## config.mk

```make
export PLATFORM = sky130hd
export DESIGN_NAME = rgs_seq
export DESIGN_NICKNAME = d
export VERILOG_FILES = /design/src/rtl/core/rgs_pkg.sv /design/src/rtl/core/rgs_seq.sv
export SDC_FILE = /design/constraint.sdc
export NUM_CORES = 1
export LEC_CHECK = 0
export BUFFER_PORTS_ARGS = -buffer_cell sky130_fd_sc_hd__buf_2
export CORE_AREA = 8 8 81 83
export DETAILED_ROUTE_END_ITERATION = 10
export DIE_AREA = 0 0 89 91
export GPL_TIMING_DRIVEN = 0
export PLACE_DENSITY_LB_ADDON = 0.15
export SLEW_MARGIN = 20
export SYNTH_ARGS = -nofsm -noshare
export SYNTH_HDL_FRONTEND = slang
export SYNTH_SLANG_ARGS = --single-unit
```

## constraint.sdc

```tcl
create_clock -name clk -period 5.9 [get_ports clk]
set_input_delay 1.18 -clock clk [delete_from_list [all_inputs] [get_ports clk]]
set_output_delay 1.18 -clock clk [all_outputs]
set_load 0.02 [all_outputs]
```

## src/rtl/core/rgs_pkg.sv

```systemverilog
// Shared constants, types and the control store of the recursive Gaussian smoother.
`default_nettype none
package rgs_pkg;

	localparam int BUFFER_DEPTH = 1024;
	localparam int MAX_PASSES   = 16;
	localparam int ADDR_W       = $clog2(BUFFER_DEPTH);
	localparam int LEN_W        = 11;
	localparam int PASS_W       = 5;
	localparam int COEF_W       = 16;
	localparam int EDGE_W       = 28;
	localparam int GAIN_W       = 32;
	localparam int SAMPLE_W     = 32;
	localparam int STORE_W      = 56;
	localparam int FRAC_W       = 16;
	localparam int HALF_W       = STORE_W / 2;
	localparam int PART_W       = HALF_W + GAIN_W;
	localparam int PROD_W       = STORE_W + GAIN_W;
	localparam int FUNC_W       = 2;
	localparam int CFG_IDX_W    = 3;
	localparam int CFG_DATA_W   = 32;
	localparam int UPC_W        = 6;

	localparam logic [STORE_W-1:0] STORE_MAX = {STORE_W{1'b1}};

	// Input item codes
	localparam logic [FUNC_W-1:0] FUNC_LOAD = 2'd0;
	localparam logic [FUNC_W-1:0] FUNC_RUN  = 2'd1;
	localparam logic [FUNC_W-1:0] FUNC_READ = 2'd2;

	// Register indexes
	localparam logic [CFG_IDX_W-1:0] CFG_TAPS  = 3'd0;
	localparam logic [CFG_IDX_W-1:0] CFG_PASS  = 3'd1;
	localparam logic [CFG_IDX_W-1:0] CFG_POLE  = 3'd2;
	localparam logic [CFG_IDX_W-1:0] CFG_EDGE  = 3'd3;
	localparam logic [CFG_IDX_W-1:0] CFG_FINAL = 3'd4;

	typedef enum logic [1:0] {
		ST_IDLE,
		ST_RUN,
		ST_RD_DATA,
		ST_RUN_DONE
	} state_t;

	typedef enum logic [2:0] {
		OP_NOP,
		OP_READ,
		OP_MLO,
		OP_MHI,
		OP_SUM,
		OP_RND,
		OP_WB
	} dp_op_t;

	typedef enum logic {
		A_MEM,
		A_CARRY
	} a_sel_t;

	typedef enum logic [1:0] {
		B_EDGE,
		B_NU,
		B_FINAL
	} b_sel_t;

	typedef enum logic [2:0] {
		IDX_HOLD,
		IDX_ZERO,
		IDX_LAST,
		IDX_INC,
		IDX_DEC
	} idx_op_t;

	typedef enum logic [1:0] {
		PASS_HOLD,
		PASS_CLEAR,
		PASS_INC
	} pass_op_t;

	typedef enum logic [2:0] {
		C_NEVER,
		C_LEN_ZERO,
		C_NO_PASS,
		C_SINGLE,
		C_NOT_LAST,
		C_NOT_FIRST,
		C_PASS_MORE
	} cond_t;

	typedef struct packed {
		dp_op_t             op;
		a_sel_t             a_sel;
		b_sel_t             b_sel;
		logic               sh32;
		logic               add_mem;
		idx_op_t            idx_op;
		pass_op_t           pass_op;
		cond_t              cond;
		logic [UPC_W-1:0]   target;
		logic               done;
	} ucode_t;

	typedef struct packed {
		dp_op_t             op;
		a_sel_t             a_sel;
		b_sel_t             b_sel;
		logic               sh32;
		logic               add_mem;
		logic [ADDR_W-1:0]  addr;
	} dp_ctl_t;

	// Program labels
	localparam logic [UPC_W-1:0] L_NONE       = 6'd0;
	localparam logic [UPC_W-1:0] L_PASS_TOP   = 6'd2;
	localparam logic [UPC_W-1:0] L_FWD_TOP    = 6'd9;
	localparam logic [UPC_W-1:0] L_BACK_SCALE = 6'd15;
	localparam logic [UPC_W-1:0] L_BWD_TOP    = 6'd22;
	localparam logic [UPC_W-1:0] L_PASS_END   = 6'd28;
	localparam logic [UPC_W-1:0] L_FINAL_TOP  = 6'd29;
	localparam logic [UPC_W-1:0] L_FINAL_LOOP = 6'd30;
	localparam logic [UPC_W-1:0] L_DONE       = 6'd36;

	function automatic ucode_t uw(input dp_op_t op, input a_sel_t a, input b_sel_t b,
			input logic sh32, input logic add_mem, input idx_op_t io, input pass_op_t po,
			input cond_t c, input logic [UPC_W-1:0] tgt, input logic done);
		ucode_t w;
		w.op      = op;
		w.a_sel   = a;
		w.b_sel   = b;
		w.sh32    = sh32;
		w.add_mem = add_mem;
		w.idx_op  = io;
		w.pass_op = po;
		w.cond    = c;
		w.target  = tgt;
		w.done    = done;
		return w;
	endfunction

	// Each element update: read, two partial products, sum, round, write back.
	function automatic ucode_t ucode_word(input logic [UPC_W-1:0] upc);
		ucode_t w;
		case (upc)
			6'd0:  w = uw(OP_NOP,  A_MEM,   B_EDGE,  1'b0, 1'b0, IDX_ZERO, PASS_CLEAR,
				C_LEN_ZERO, L_DONE, 1'b0);
			6'd1:  w = uw(OP_NOP,  A_MEM,   B_EDGE,  1'b0, 1'b0, IDX_HOLD, PASS_HOLD,
				C_NO_PASS, L_FINAL_TOP, 1'b0);
			// scale first entry
			6'd2:  w = uw(OP_NOP,  A_MEM,   B_EDGE,  1'b0, 1'b0, IDX_ZERO, PASS_HOLD,
				C_NEVER, L_NONE, 1'b0);
			6'd3:  w = uw(OP_READ, A_MEM,   B_EDGE,  1'b0, 1'b0, IDX_HOLD, PASS_HOLD,
				C_NEVER, L_NONE, 1'b0);
			6'd4:  w = uw(OP_MLO,  A_MEM,   B_EDGE,  1'b0, 1'b0, IDX_HOLD, PASS_HOLD,
				C_NEVER, L_NONE, 1'b0);
			6'd5:  w = uw(OP_MHI,  A_MEM,   B_EDGE,  1'b0, 1'b0, IDX_HOLD, PASS_HOLD,
				C_NEVER, L_NONE, 1'b0);
			6'd6:  w = uw(OP_SUM,  A_MEM,   B_EDGE,  1'b0, 1'b0, IDX_HOLD, PASS_HOLD,
				C_NEVER, L_NONE, 1'b0);
			6'd7:  w = uw(OP_RND,  A_MEM,   B_EDGE,  1'b0, 1'b0, IDX_HOLD, PASS_HOLD,
				C_NEVER, L_NONE, 1'b0);
			6'd8:  w = uw(OP_WB,   A_MEM,   B_EDGE,  1'b0, 1'b0, IDX_INC,  PASS_HOLD,
				C_SINGLE, L_BACK_SCALE, 1'b0);
			// causal recursion
			6'd9:  w = uw(OP_READ, A_CARRY, B_NU,    1'b0, 1'b0, IDX_HOLD, PASS_HOLD,
				C_NEVER, L_NONE, 1'b0);
			6'd10: w = uw(OP_MLO,  A_CARRY, B_NU,    1'b0, 1'b0, IDX_HOLD, PASS_HOLD,
				C_NEVER, L_NONE, 1'b0);
			6'd11: w = uw(OP_MHI,  A_CARRY, B_NU,    1'b0, 1'b0, IDX_HOLD, PASS_HOLD,
				C_NEVER, L_NONE, 1'b0);
			6'd12: w = uw(OP_SUM,  A_CARRY, B_NU,    1'b0, 1'b0, IDX_HOLD, PASS_HOLD,
				C_NEVER, L_NONE, 1'b0);
			6'd13: w = uw(OP_RND,  A_CARRY, B_NU,    1'b0, 1'b0, IDX_HOLD, PASS_HOLD,
				C_NEVER, L_NONE, 1'b0);
			6'd14: w = uw(OP_WB,   A_CARRY, B_NU,    1'b0, 1'b1, IDX_INC,  PASS_HOLD,
				C_NOT_LAST, L_FWD_TOP, 1'b0);
			// scale last entry
			6'd15: w = uw(OP_NOP,  A_MEM,   B_EDGE,  1'b0, 1'b0, IDX_LAST, PASS_HOLD,
				C_NEVER, L_NONE, 1'b0);
			6'd16: w = uw(OP_READ, A_MEM,   B_EDGE,  1'b0, 1'b0, IDX_HOLD, PASS_HOLD,
				C_NEVER, L_NONE, 1'b0);
			6'd17: w = uw(OP_MLO,  A_MEM,   B_EDGE,  1'b0, 1'b0, IDX_HOLD, PASS_HOLD,
				C_NEVER, L_NONE, 1'b0);
			6'd18: w = uw(OP_MHI,  A_MEM,   B_EDGE,  1'b0, 1'b0, IDX_HOLD, PASS_HOLD,
				C_NEVER, L_NONE, 1'b0);
			6'd19: w = uw(OP_SUM,  A_MEM,   B_EDGE,  1'b0, 1'b0, IDX_HOLD, PASS_HOLD,
				C_NEVER, L_NONE, 1'b0);
			6'd20: w = uw(OP_RND,  A_MEM,   B_EDGE,  1'b0, 1'b0, IDX_HOLD, PASS_HOLD,
				C_NEVER, L_NONE, 1'b0);
			6'd21: w = uw(OP_WB,   A_MEM,   B_EDGE,  1'b0, 1'b0, IDX_DEC,  PASS_HOLD,
				C_SINGLE, L_PASS_END, 1'b0);
			// anti-causal recursion
			6'd22: w = uw(OP_READ, A_CARRY, B_NU,    1'b0, 1'b0, IDX_HOLD, PASS_HOLD,
				C_NEVER, L_NONE, 1'b0);
			6'd23: w = uw(OP_MLO,  A_CARRY, B_NU,    1'b0, 1'b0, IDX_HOLD, PASS_HOLD,
				C_NEVER, L_NONE, 1'b0);
			6'd24: w = uw(OP_MHI,  A_CARRY, B_NU,    1'b0, 1'b0, IDX_HOLD, PASS_HOLD,
				C_NEVER, L_NONE, 1'b0);
			6'd25: w = uw(OP_SUM,  A_CARRY, B_NU,    1'b0, 1'b0, IDX_HOLD, PASS_HOLD,
				C_NEVER, L_NONE, 1'b0);
			6'd26: w = uw(OP_RND,  A_CARRY, B_NU,    1'b0, 1'b0, IDX_HOLD, PASS_HOLD,
				C_NEVER, L_NONE, 1'b0);
			6'd27: w = uw(OP_WB,   A_CARRY, B_NU,    1'b0, 1'b1, IDX_DEC,  PASS_HOLD,
				C_NOT_FIRST, L_BWD_TOP, 1'b0);
			6'd28: w = uw(OP_NOP,  A_MEM,   B_EDGE,  1'b0, 1'b0, IDX_HOLD, PASS_INC,
				C_PASS_MORE, L_PASS_TOP, 1'b0);
			// post scale
			6'd29: w = uw(OP_NOP,  A_MEM,   B_FINAL, 1'b1, 1'b0, IDX_ZERO, PASS_HOLD,
				C_NEVER, L_NONE, 1'b0);
			6'd30: w = uw(OP_READ, A_MEM,   B_FINAL, 1'b1, 1'b0, IDX_HOLD, PASS_HOLD,
				C_NEVER, L_NONE, 1'b0);
			6'd31: w = uw(OP_MLO,  A_MEM,   B_FINAL, 1'b1, 1'b0, IDX_HOLD, PASS_HOLD,
				C_NEVER, L_NONE, 1'b0);
			6'd32: w = uw(OP_MHI,  A_MEM,   B_FINAL, 1'b1, 1'b0, IDX_HOLD, PASS_HOLD,
				C_NEVER, L_NONE, 1'b0);
			6'd33: w = uw(OP_SUM,  A_MEM,   B_FINAL, 1'b1, 1'b0, IDX_HOLD, PASS_HOLD,
				C_NEVER, L_NONE, 1'b0);
			6'd34: w = uw(OP_RND,  A_MEM,   B_FINAL, 1'b1, 1'b0, IDX_HOLD, PASS_HOLD,
				C_NEVER, L_NONE, 1'b0);
			6'd35: w = uw(OP_WB,   A_MEM,   B_FINAL, 1'b1, 1'b0, IDX_INC,  PASS_HOLD,
				C_NOT_LAST, L_FINAL_LOOP, 1'b0);
			6'd36: w = uw(OP_NOP,  A_MEM,   B_EDGE,  1'b0, 1'b0, IDX_HOLD, PASS_HOLD,
				C_NEVER, L_NONE, 1'b1);
			default: w = uw(OP_NOP, A_MEM, B_EDGE, 1'b0, 1'b0, IDX_HOLD, PASS_HOLD,
				C_NEVER, L_NONE, 1'b1);
		endcase
		return w;
	endfunction

endpackage
`default_nettype wire

```

## src/rtl/core/rgs_seq.sv

```systemverilog
// Microcode sequencer: step counter, control store, entry index and pass counter.
`default_nettype none
module rgs_seq (
	input  wire logic                        clk,
	input  wire logic                        arst_n,
	input  wire logic                        start,
	input  wire logic [rgs_pkg::LEN_W-1:0]   taps,
	input  wire logic [rgs_pkg::PASS_W-1:0]  passes,
	output rgs_pkg::dp_ctl_t                 ctl,
	output logic                             busy,
	output logic                             done
);
	import rgs_pkg::*;

	logic                running_q;
	logic [UPC_W-1:0]    upc_q;
	logic [ADDR_W-1:0]   idx_q;
	logic [PASS_W-1:0]   pass_q;
	ucode_t              word;
	logic [LEN_W-1:0]    len;
	logic [ADDR_W-1:0]   last;
	logic [PASS_W-1:0]   eff_passes;
	logic                cond_hit;

	assign word       = ucode_word(upc_q);
	assign len        = (taps > LEN_W'(BUFFER_DEPTH)) ? LEN_W'(BUFFER_DEPTH) : taps;
	assign last       = ADDR_W'(len - LEN_W'(1));
	assign eff_passes = (passes > PASS_W'(MAX_PASSES)) ? PASS_W'(MAX_PASSES) : passes;

	always_comb begin
		case (word.cond)
			C_NEVER:     cond_hit = 1'b0;
			C_LEN_ZERO:  cond_hit = (taps == '0);
			C_NO_PASS:   cond_hit = (eff_passes == '0);
			C_SINGLE:    cond_hit = (last == '0);
			C_NOT_LAST:  cond_hit = (idx_q != last);
			C_NOT_FIRST: cond_hit = (idx_q != '0);
			C_PASS_MORE: cond_hit = ((pass_q + PASS_W'(1)) != eff_passes);
			default:     cond_hit = 1'b0;
		endcase
	end

	always_ff @(posedge clk or negedge arst_n) begin
		if (!arst_n) begin
			running_q <= 1'b0;
			upc_q     <= '0;
			idx_q     <= '0;
			pass_q    <= '0;
		end else if (start) begin
			running_q <= 1'b1;
			upc_q     <= '0;
		end else if (running_q) begin
			if (word.done) begin
				running_q <= 1'b0;
			end
			upc_q <= cond_hit ? word.target : upc_q + UPC_W'(1);
			case (word.idx_op)
				IDX_HOLD: idx_q <= idx_q;
				IDX_ZERO: idx_q <= '0;
				IDX_LAST: idx_q <= last;
				IDX_INC:  idx_q <= idx_q + ADDR_W'(1);
				IDX_DEC:  idx_q <= idx_q - ADDR_W'(1);
				default:  idx_q <= idx_q;
			endcase
			case (word.pass_op)
				PASS_HOLD:  pass_q <= pass_q;
				PASS_CLEAR: pass_q <= '0;
				PASS_INC:   pass_q <= pass_q + PASS_W'(1);
				default:    pass_q <= pass_q;
			endcase
		end
	end

	always_comb begin
		ctl.op      = running_q ? word.op : OP_NOP;
		ctl.a_sel   = word.a_sel;
		ctl.b_sel   = word.b_sel;
		ctl.sh32    = word.sh32;
		ctl.add_mem = word.add_mem;
		ctl.addr    = idx_q;
	end

	assign busy = running_q;
	assign done = running_q && word.done;

endmodule
`default_nettype wire

```

==> qor.yml, run 1 <==
run_status:
  status: "finished clean"
cells_and_area:
  n_antenna_cell: 0
  final_cells: 536
  drive_gt1_share_pct: 12.7
  layout_commonest_cell: "nand2_1"
  multi_input_area_um2: 2230
  final_nets: 504
  syn2layout_area_growth_pct: 11.3
  finalCoreUtilization_pct: 62.4
  final_cell_mix: "45 x nand2_1, 43 x nor2_1, 39 x a21oi_1"
  fillCellCount: 549
  seq_area_um2: 551
clock_network:
  numCtsBuffers: 3
  root_buffer: "clkbuf_8"
  postCtsResizedCells: 0
  clock-sinks: 22
  cts_tree: "done"
  clk_path_buf_depth: 2
  clk_pin_slew_ns: 0.08
  htreeDepth: 1
  hold_buffers: 0
  post_cts_buffers: 0
  clk_latency_ns: 0.27
synthesis:
  syn_area_um2: 2990
  ys_seq_elements: 22
  synth-edff-count: 0
  synthCells: 423
  avgSynthCellArea_um2: 7.07
  synth_cell_types: 64
  syn_nets: 462
  ys.flop_type: "dfrtp_1"
  ys_warn_count: 0
  synth_area_leader_cell: "dfrtp_1"
  synthTopCellsByArea: "dfrtp_1 18%, ha_1 7.9%, a21oi_1 6.5%"
  seq_area_frac_synth_pct: 18.4
  synth_top_area_share_pct: 18.4
  ys_async_sr_fraction_pct: 100
sta:
  min_period_ns: 4.79
  rsz0062_at_grt: "false"
  worst_slew_margin_rel_pct: 55.3
  hold_viol: 0
  setup_violations: 0
  tightest_slew_ns: 0.665
  max_freq_mhz: 209
  fin_hold_ws_ns: 0.575
  clock_skew_ns: 0.00426
  slew_violations: 0
  tns_ns: 0
  fin_crit_sh_pct: 81.2
power_and_ir_drop:
  combinationalPowerShare_pct: 44.3
  pwr_density_cell_nw_per_um2: 164
  vdd_ir_drop_max_uv: 95.5
  internal-power_mw: 0.316
  power_frac_seq_pct: 35.3
  power.switching_mw: 0.231
  switching_share_pct: 42.3
  p_leak_nw: 1.41
  power_frac_clock_pct: 20.4
route:
  routedWlPerCell_um: 16.9
  postRouteWirelength_um: 9080
  dr.pass1.iters: 5
  drt-initial-drc-count: 352
  antenna_left: 0
  vias: 3420
  vias_per_cell: 6.38
  route.detailed.drc: 0
critical_path:
  critPathMaxFanout: 9
  worstPathCellList: "inv_1 > ha_1 > nand2b_1 > nand2_1 > o21ai_1 > o22ai_1 > a21o_1 > nor4_2 > ha_1 > a21o_1 > a21oi_1 > o21bai_1 > a2111oi_0 > nor3_1 > nand3_1 > nand2_1 > mux2i_1 > o221ai_1"
  path_class: "reg2reg"
  cp-start-kind: "register"
  cp_data_arrival_time_ns: 4.93
  critPathSlowestCell: "nor4_2"
  regToRegSetupSlack_ns: 1.11
  slowest_delay_ns: 0.57
  required_ns: 6.04
  crit_path_end_kind: "register"
worst_hold_path:
  hold_path.class: "reg2reg"
grt:
  grt-ovfl-total: 0
  antenna_found_initial: 0
  grt_usage_pct: 22.5
  first_global_vias: 3116
  grt_pass1_wl_um: 15100
  grt_max_degree: 23
place:
  post-dp-hpwl_um: 6750
  gp_routability_congestion: 0.968
  port_buffers: 36
  place_inst: 532
run:
  max-cap-violations: 0
floorplan:
  dieArea_um2: 8100
  die_w_um: 89
  initial_core_util_pct: 56.0
  die_y_um: 91
  core_um2: 5340
  io_pins: 39
  fp-row-count: 27
[synthesized netlist by cell type (all sizes together), types with 9 or more instances]
cell type and instances:
dfrtp 22, nor3 20, nand3 10, nand2 45
xor2 9, ha 19, a211oi 11, or3 10
clkbuf 23, a21oi 39, o21ai 29, nor2 43
inv 22
[worst max-delay path, delay by kind of cell (launching register included)]
kind / cells / cell delay [ns]
compound gates: 8 / 1.62
fa+ha+maj: 2 / 0.69
buf+inv: 1 / 0.22
flops: 1 / 0.56
mux: 1 / 0.19
simple gates: 6 / 1.38
[area by class of cell]
cell class                      instances  share of cell area [%]
Multi-Input combinational cell        350                    67.0
Timing Repair Buffer                   37                    5.63
Inverter                               23                    2.59
Buffer                                 28                    3.87
Clock buffer                            4                    1.65
Sequential cell                        22                    16.5
Tap cell                               72                    2.70
[sequential cells by signal, summed over array words and instances (netlist names)]
| register | flops |
|---|---|
| pass_q | 5 |
| busy | 1 |
| upc_q | 6 |
| idx_q | 10 |
[stage by stage]
step                      worst slack [ns]  power [mW]  instance area [um2]
after floorplan                       1.30       0.360                 2990
after global placement               0.184       0.429                 3260
after detailed placement              1.29       0.432                 3280
after CTS                             1.20       0.545                 3330
after global routing                 0.607       0.579                 3330
final                                 1.11       0.547                 3330
[worst paths after layout]
check                      startpoint   endpoint  depth (start not counted)
setup / recovery             upc_q[0]   idx_q[9]                         18
hold / removal              pass_q[2]  pass_q[2]                          1
setup reg to reg             upc_q[0]   idx_q[9]                         18
hold reg to reg             pass_q[2]  pass_q[2]                          1
max in group asynchronous      arst_n   idx_q[8]                          1
min in group asynchronous      arst_n  pass_q[3]                          1
[power by group through the flow]
stage | Clock [mW] | Combinational (mW) | Sequential (mW)
after floorplan | 0 | 0.158 | 0.202
after global placement | 0 | 0.234 | 0.195
after detailed placement | 0 | 0.237 | 0.195
after CTS | 0.114 | 0.239 | 0.192
after global routing | 0.117 | 0.267 | 0.196
final | 0.112 | 0.242 | 0.193
[cell families (layout without fill, tap and decap cells)]
logic type | after synthesis | after routing | synth area share, %
and+or+nand+nor | 167 | 167 | 27.6
AOI/OAI and AO/OA | 138 | 138 | 30.5
buffers and inverters | 51 | 92 | 7.19
DFF | 22 | 22 | 18.4
adders and majority gates | 20 | 20 | 8.62
xor gates and xnor gates | 17 | 17 | 4.98
muxes | 8 | 8 | 2.68
[per-layer routing]
metal | part of all wire [%] | wire (um) | global-route usage (%) | up-vias
li1 | - | - | - | 1638
met1 | 46 | 4150 | 32.7 | 1593
met2 | 44 | 4010 | 33.3 | 169
met3 | 8.1 | 732 | 2.34 | 20
met4 | 2.0 | 182 | 7.91 | 0
met5 | 0 | 0 | 0 | -
No activity file was read; power rests on OpenSTA's default activity.
==> inputs of run 2 (changes only) <==
- CORE_AREA: 8 8 81 83 -> 8 8 84 86
- DIE_AREA: 0 0 89 91 -> 0 0 92 94
- clock period: 5.9 -> 4.37 ns (I/O delays scaled with it)
==> run 2 against run 1 <==
Global-route usage down 1.5 points. Worst setup slack got worse by 0.79 ns. Sequential share of layout area down 0.17 points. Combinational power grew 35%. Highest routed layer unchanged.
==> qor.yml, run 2 (synthesis gave the netlist of run 1 again) <==
cells_and_area:
  final_cell_mix: "45 x nand2_1, 43 x nor2_1, 39 x a21oi_1"
  regMostFlops: "idx_q"
  drive_gt1_share_pct: 13.9  # +1.2 points
  largest_register_ffs: 10  # unchanged
  finalCoreUtilization_pct: 58.7  # -3.7 points
  syn2layout_area_growth_pct: 12.7
  final_nets: 506  # +0.40%
  n_antenna_cell: 0  # unchanged
  final_cells: 541  # +0.93%
  reg_top3: "idx_q: 10 flops, upc_q: 6 flops, pass_q: 5 flops"
  final_area_um2: 3370  # +1.2%
  layout_commonest_cell: "nand2_1"
  fillCellCount: 560  # +2.0%
floorplan:
  initial_core_util_pct: 52.1  # -4.0 points
  die_y_um: 94  # +3.3%
  io_pins: 39  # unchanged
  dieArea_um2: 8650  # +6.8%
  fp-row-count: 28  # +3.7%
  core_um2: 5750  # +7.6%
  die_w_um: 92  # +3.4%
route:
  antenna_left: 0  # unchanged
  routedWlPerCell_um: 17.0  # +0.55%
  wl_met1_um: 4410  # +6.2%
  dr.pass1.iters: 4  # -1
  wl_met3_um: 614  # -16%
  drt-initial-drc-count: 201  # -43%
  top_layer_used: "met4"
  vias_per_cell: 6.32  # -0.95%
  vias: 3419  # -0.029%
  wl_met2_um: 3990  # -0.42%
  postRouteWirelength_um: 9220  # +1.5%
  route.detailed.drc: 0  # unchanged
grt:
  grt_pass1_wl_um: 15200  # +0.14%
  first_global_vias: 3117  # +0.032%
  antenna_found_initial: 0  # unchanged
  grt_max_degree: 23  # unchanged
  grt_usage_pct: 21.0  # -1.5 points
  grt-ovfl-total: 0  # unchanged
clock_network:
  root_buffer: "clkbuf_8"
  cts_tree: "done"
  clk_path_buf_depth: 2  # unchanged
  hold_buffers: 0  # unchanged
  clock-sinks: 22  # unchanged
  clk_pin_slew_ns: 0.09  # about the same
  numCtsBuffers: 3  # unchanged
  clk_latency_ns: 0.28  # about the same
  htreeDepth: 1  # unchanged
sta:
  rsz0062_at_grt: "false"
  fin_crit_sh_pct: 92.8
  min_period_ns: 4.05
  tightest_slew_ns: 0.684  # +0.0186 ns
  hold_viol: 0  # unchanged
  worst_slew_margin_rel_pct: 54.1  # -1.2 points
  max_freq_mhz: 247
  setup_violations: 0  # unchanged
  clock_skew_ns: 0.0100  # +0.00579 ns
  slew_violations: 0  # unchanged
run:
  max-cap-violations: 0  # unchanged
critical_path:
  crit_path_end_kind: "register"
  cp_data_arrival_time_ns: 4.26  # -0.67 ns
  path_class: "in2reg"
  cp-start-kind: "input pin"
  required_ns: 4.58  # -1.46 ns
  critPathMaxFanout: 10  # +1
place:
  dpl-instance-area_um2: 3270  # -0.11%
  gp_routability_congestion: 0.968  # unchanged
  post-dp-hpwl_um: 6870  # +1.8%
  place_inst: 534  # +0.38%
  port_buffers: 36  # unchanged
power_and_ir_drop:
  pwr_density_cell_nw_per_um2: 221  # +35%
  vdd_ir_drop_max_uv: 137  # +44%
  totalPowerFinal_mw: 0.746  # +36%
  p_leak_nw: 1.42  # +1.2%
run_status:
  status: "finished clean"
worst_hold_path:
  hold_path.class: "in2async"
run 2: stage by stage:
step / hold WS (ns) / TNS [ns] / setup WS, ns
after floorplan: 0.509 / 0 / 0.247
after detailed placement: 0.566 / -1.51 / -0.642
final: 0.574 / 0 / 0.316
after global placement: 0.553 / -1.67 / -0.683
after CTS: 0.582 / 0 / 0.151
after global routing: 0.608 / 0 / 0.0884
run 2: what timing repair did:
action	CTS	global route
endpoints found under the setup margin	5	5
buffers inserted	3	0
pin swaps	1	0
gates resized for setup	1	4
run 2: path summary, 6_finish.rpt:
| path | startpoint | end | slack (ns) | depth (start not counted) |
|---|---|---|---|---|
| worst min-delay path | arst_n | busy | 0.57 | 1 |
| worst max register to register | upc_q[0] | idx_q[9] | 0.34 | 16 |
| worst min register to register | pass_q[2] | pass_q[2] | 0.58 | 1 |
| worst max-delay path | taps[10] | upc_q[4] | 0.32 | 14 |
| max in group asynchronous | arst_n | upc_q[0] | 3.39 | 1 |
| min in group clk | pass_q[2] | pass_q[2] | 0.58 | 1 |
run 2: routing by layer:
| metal | up-vias | GRT usage (%) |
|---|---|---|
| li1 | 1661 | - |
| met1 | 1605 | 28.5 |
| met4 | 0 | 7.38 |
| met2 | 131 | 33.1 |
| met5 | - | 0 |
| met3 | 22 | 3.28 |
run 2: where the power goes:
group          internal [mW]  switching (mW)
Sequential             0.222          0.0385
Combinational          0.124           0.203
Clock                 0.0807          0.0765
Total                  0.427           0.318
run 2: worst max-delay path: stages:
cell and delay (ns):
buf_2 0.11, inv_2 0.05, clkbuf_1 0.22, nand2_1 0.16, ha_1 0.15, clkbuf_1 0.37
clkbuf_1 0.39, o32ai_1 0.12, a2111oi_0 0.38, nand4_1 0.28, nor4_4 0.38, nor2_1 0.12
or4_1 0.48, a31oi_1 0.17
run 2: cell type report:
class,instances,area (um2),area share [%]
buffer,28,129,3.82
sequential,22,552,16.4
timing repair buffer,39,203,6.01
multi-input combinational,350,2250,66.8
tap,75,93.8,2.78
clock buffer,4,55.1,1.63
inverter,23,86.3,2.56
==> inputs of run 3 (changes only) <==
- clock period: 4.37 -> 3.58 ns (I/O delays scaled with it)
==> run 3 against run 2 <==
Clock power grew 18%. First-iteration DRC count grew 37%. Design area grew 7.9%. Clock skew shrank 0.0064 ns. Utilization grew 4.7 points. Die area is the same. Via count grew 5.3%. Sequential power grew 23%. Critical path depth grew 4. Register-to-register slack lost 0.28 ns. Cell count grew 2.4%. Critical path type is now reg2reg. Critical endpoint is now idx_q[8]. Highest routed layer unchanged.
==> qor.yml, run 3 (synthesis gave the netlist of run 1 again) <==
run_status:
  status: "finished clean"
place:
  place_ws_ns: -0.692  # -0.0501 ns
  post-dp-hpwl_um: 6940  # +0.99%
  gp_routability_congestion: 0.935  # -3.4%
  port_buffers: 36  # unchanged
  dpl-instance-area_um2: 3300  # +0.99%
critical_path:
  cp_data_arrival_time_ns: 3.66  # -0.60 ns
  cp-endpoint: "idx_q[8]"
  path_class: "reg2reg"
  crit_path_end_kind: "register"
  reg2reg_to: "idx_q[8]"
  worst_r2r_path_depth: 18  # +2
  cp-start-kind: "register"
  slowest_delay_ns: 0.46  # -0.02 ns
  worstPathCellList: "ha_2 > ha_4 > nand2_2 > nor3_4 > a21o_1 > nor4_4 > buf_4 > buf_4 > fa_1 > a21oi_1 > nor2_1 > nor2_2 > o21bai_1 > a21oi_2 > o21ai_0 > xor2_1 > a22oi_1 > a21oi_1"
  cp.buffers_inverters: 2  # -3
  critPathSlowestCell: "dfrtp_2"
  cp-startpoint: "upc_q[1]"
  critPathMaxFanout: 10  # unchanged
  crit_cells: 18  # +4
  required_ns: 3.72  # -0.86 ns
  r2r_start: "upc_q[1]"
  regToRegSetupSlack_ns: 0.06  # -0.28 ns
  critPathTopFamily: "compound AO/OA/AOI/OAI gates"
route:
  vias_per_cell: 6.50  # +2.8%
  drt-initial-drc-count: 275  # +37%
  routedWlPerCell_um: 17.5  # +2.6%
  route.detailed.drc: 0  # unchanged
  vias: 3600  # +5.3%
  postRouteWirelength_um: 9680  # +5.0%
  dr.pass1.iters: 5  # +1
  antenna_left: 0  # unchanged
sta:
  slew_violations: 0  # unchanged
  tightest_slew_ns: 0.668  # -0.0160 ns
  max_freq_mhz: 284
  fin_ws_ns: 0.0584  # -0.257 ns
  clock_skew_ns: 0.00364  # -0.00641 ns
  rsz0062_at_grt: "true"
  tns_ns: 0  # unchanged
  hold_viol: 0  # unchanged
  setup_violations: 0  # unchanged
  fin_crit_sh_pct: 98.4
  min_period_ns: 3.52
  worst_slew_margin_rel_pct: 55.1  # +1.1 points
grt:
  grt_usage_pct: 21.2  # +0.17 points
  first_global_vias: 3158  # +1.3%
  antenna_found_initial: 0  # unchanged
  grt_pass1_wl_um: 15300  # +0.73%
  grt-ovfl-total: 0  # unchanged
  grt_max_degree: 23  # unchanged
floorplan:
  dieArea_um2: 8650  # unchanged
  io_pins: 39  # unchanged
  die_w_um: 92  # unchanged
  initial_core_util_pct: 52.1  # unchanged
  core_um2: 5750  # unchanged
  die_y_um: 94  # unchanged
  fp-row-count: 28  # unchanged
clock_network:
  cts_tree: "done"
  hold_buffers: 0  # unchanged
  clk_latency_ns: 0.27  # about the same
  root_buffer: "clkbuf_8"
  htreeDepth: 1  # unchanged
  clock-sinks: 22  # unchanged
  clk_pin_slew_ns: 0.08  # about the same
  clk_path_buf_depth: 2  # unchanged
  numCtsBuffers: 3  # unchanged
cells_and_area:
  finalCoreUtilization_pct: 63.3  # +4.7 points
  final_cell_mix: "42 x nor2_1, 40 x nand2_1, 37 x a21oi_1"
  reg_top3: "idx_q: 10 flops, upc_q: 6 flops, pass_q: 5 flops"
  layout_commonest_cell: "nor2_1"
  final_area_um2: 3640  # +7.9%
  largest_register_ffs: 10  # unchanged
  syn2layout_area_growth_pct: 21.7
  drive_gt1_share_pct: 23.2  # +9.2 points
  n_antenna_cell: 0  # unchanged
  fillCellCount: 532  # -5.0%
  regMostFlops: "idx_q"
  final_nets: 519  # +2.6%
power_and_ir_drop:
  pwr_density_cell_nw_per_um2: 263  # +19%
  totalPowerFinal_mw: 0.957  # +28%
  p_leak_nw: 1.52  # +7.0%
  vdd_ir_drop_max_uv: 160  # +17%
run:
  max-cap-violations: 0  # unchanged
worst_hold_path:
  hold_path.class: "in2async"
==> run 3: cell type report <==
cell class / count / area, um2 / area share, %
Multi-Input combinational cell: 350 / 2380 / 65.5
Clock buffer: 4 / 55.1 / 1.51
Timing Repair Buffer: 57 / 338 / 9.28
Tap cell: 75 / 93.8 / 2.58
Inverter: 23 / 98.8 / 2.72
Sequential cell: 22 / 554 / 15.2
Buffer: 23 / 115 / 3.16
==> run 3: through the flow <==
step	cells	hold WS, ns
floorplan	423	0.420
global placement	534	0.546
detailed placement	534	0.556
CTS	542	0.427
global route	554	0.444
finish	554	0.419
==> run 3: power breakdown <==
group / switching [mW] / internal [mW] / leakage, nW
Clock: 0.0866 / 0.0982 / 0.0288
Sequential: 0.0479 / 0.272 / 0.279
Combinational: 0.269 / 0.184 / 1.22
Total: 0.403 / 0.554 / 1.52
==> run 3: routing by layer <==
metal,vias to the layer above,GRT usage [%],share of wire (%)
met5,-,0,0
met4,0,7.79,2.2
met3,23,3.12,7.8
met2,182,33.4,45
met1,1718,28.7,45
li1,1677,-,-
==> run 3: how the worst min path moves through the flow <==
| stage | cells after the start | startpoint | endpoint | slack, ns |
|---|---|---|---|---|
| after floorplan | 0 | arst_n | busy | 0.42 |
| after global placement | 2 | pass_q[1] | pass_q[1] | 0.55 |
| after detailed placement | 1 | pass_q[2] | pass_q[2] | 0.56 |
| after CTS | 1 | arst_n | busy | 0.43 |
| after global routing | 1 | arst_n | busy | 0.44 |
| final | 1 | arst_n | busy | 0.42 |
==> run 3: timing repair <==
action | in CTS | in global routing
endpoints found under the setup margin | 12 | 6
pin swaps | 2 | 14
gates resized for setup | 10 | 28
setup buffers | 7 | 14
==> run 3: worst reg2reg max path, cell delays in order (launching register included) <==
cell and delay, ns:
dfrtp_2 0.46, ha_2 0.28, ha_4 0.21, nand2_2 0.11, nor3_4 0.23, a21o_1 0.17
nor4_4 0.07, buf_4 0.15, buf_4 0.17, fa_1 0.41, a21oi_1 0.15, nor2_1 0.07
nor2_2 0.11, o21bai_1 0.09, a21oi_2 0.18, o21ai_0 0.14, xor2_1 0.17, a22oi_1 0.15
a21oi_1 0.08
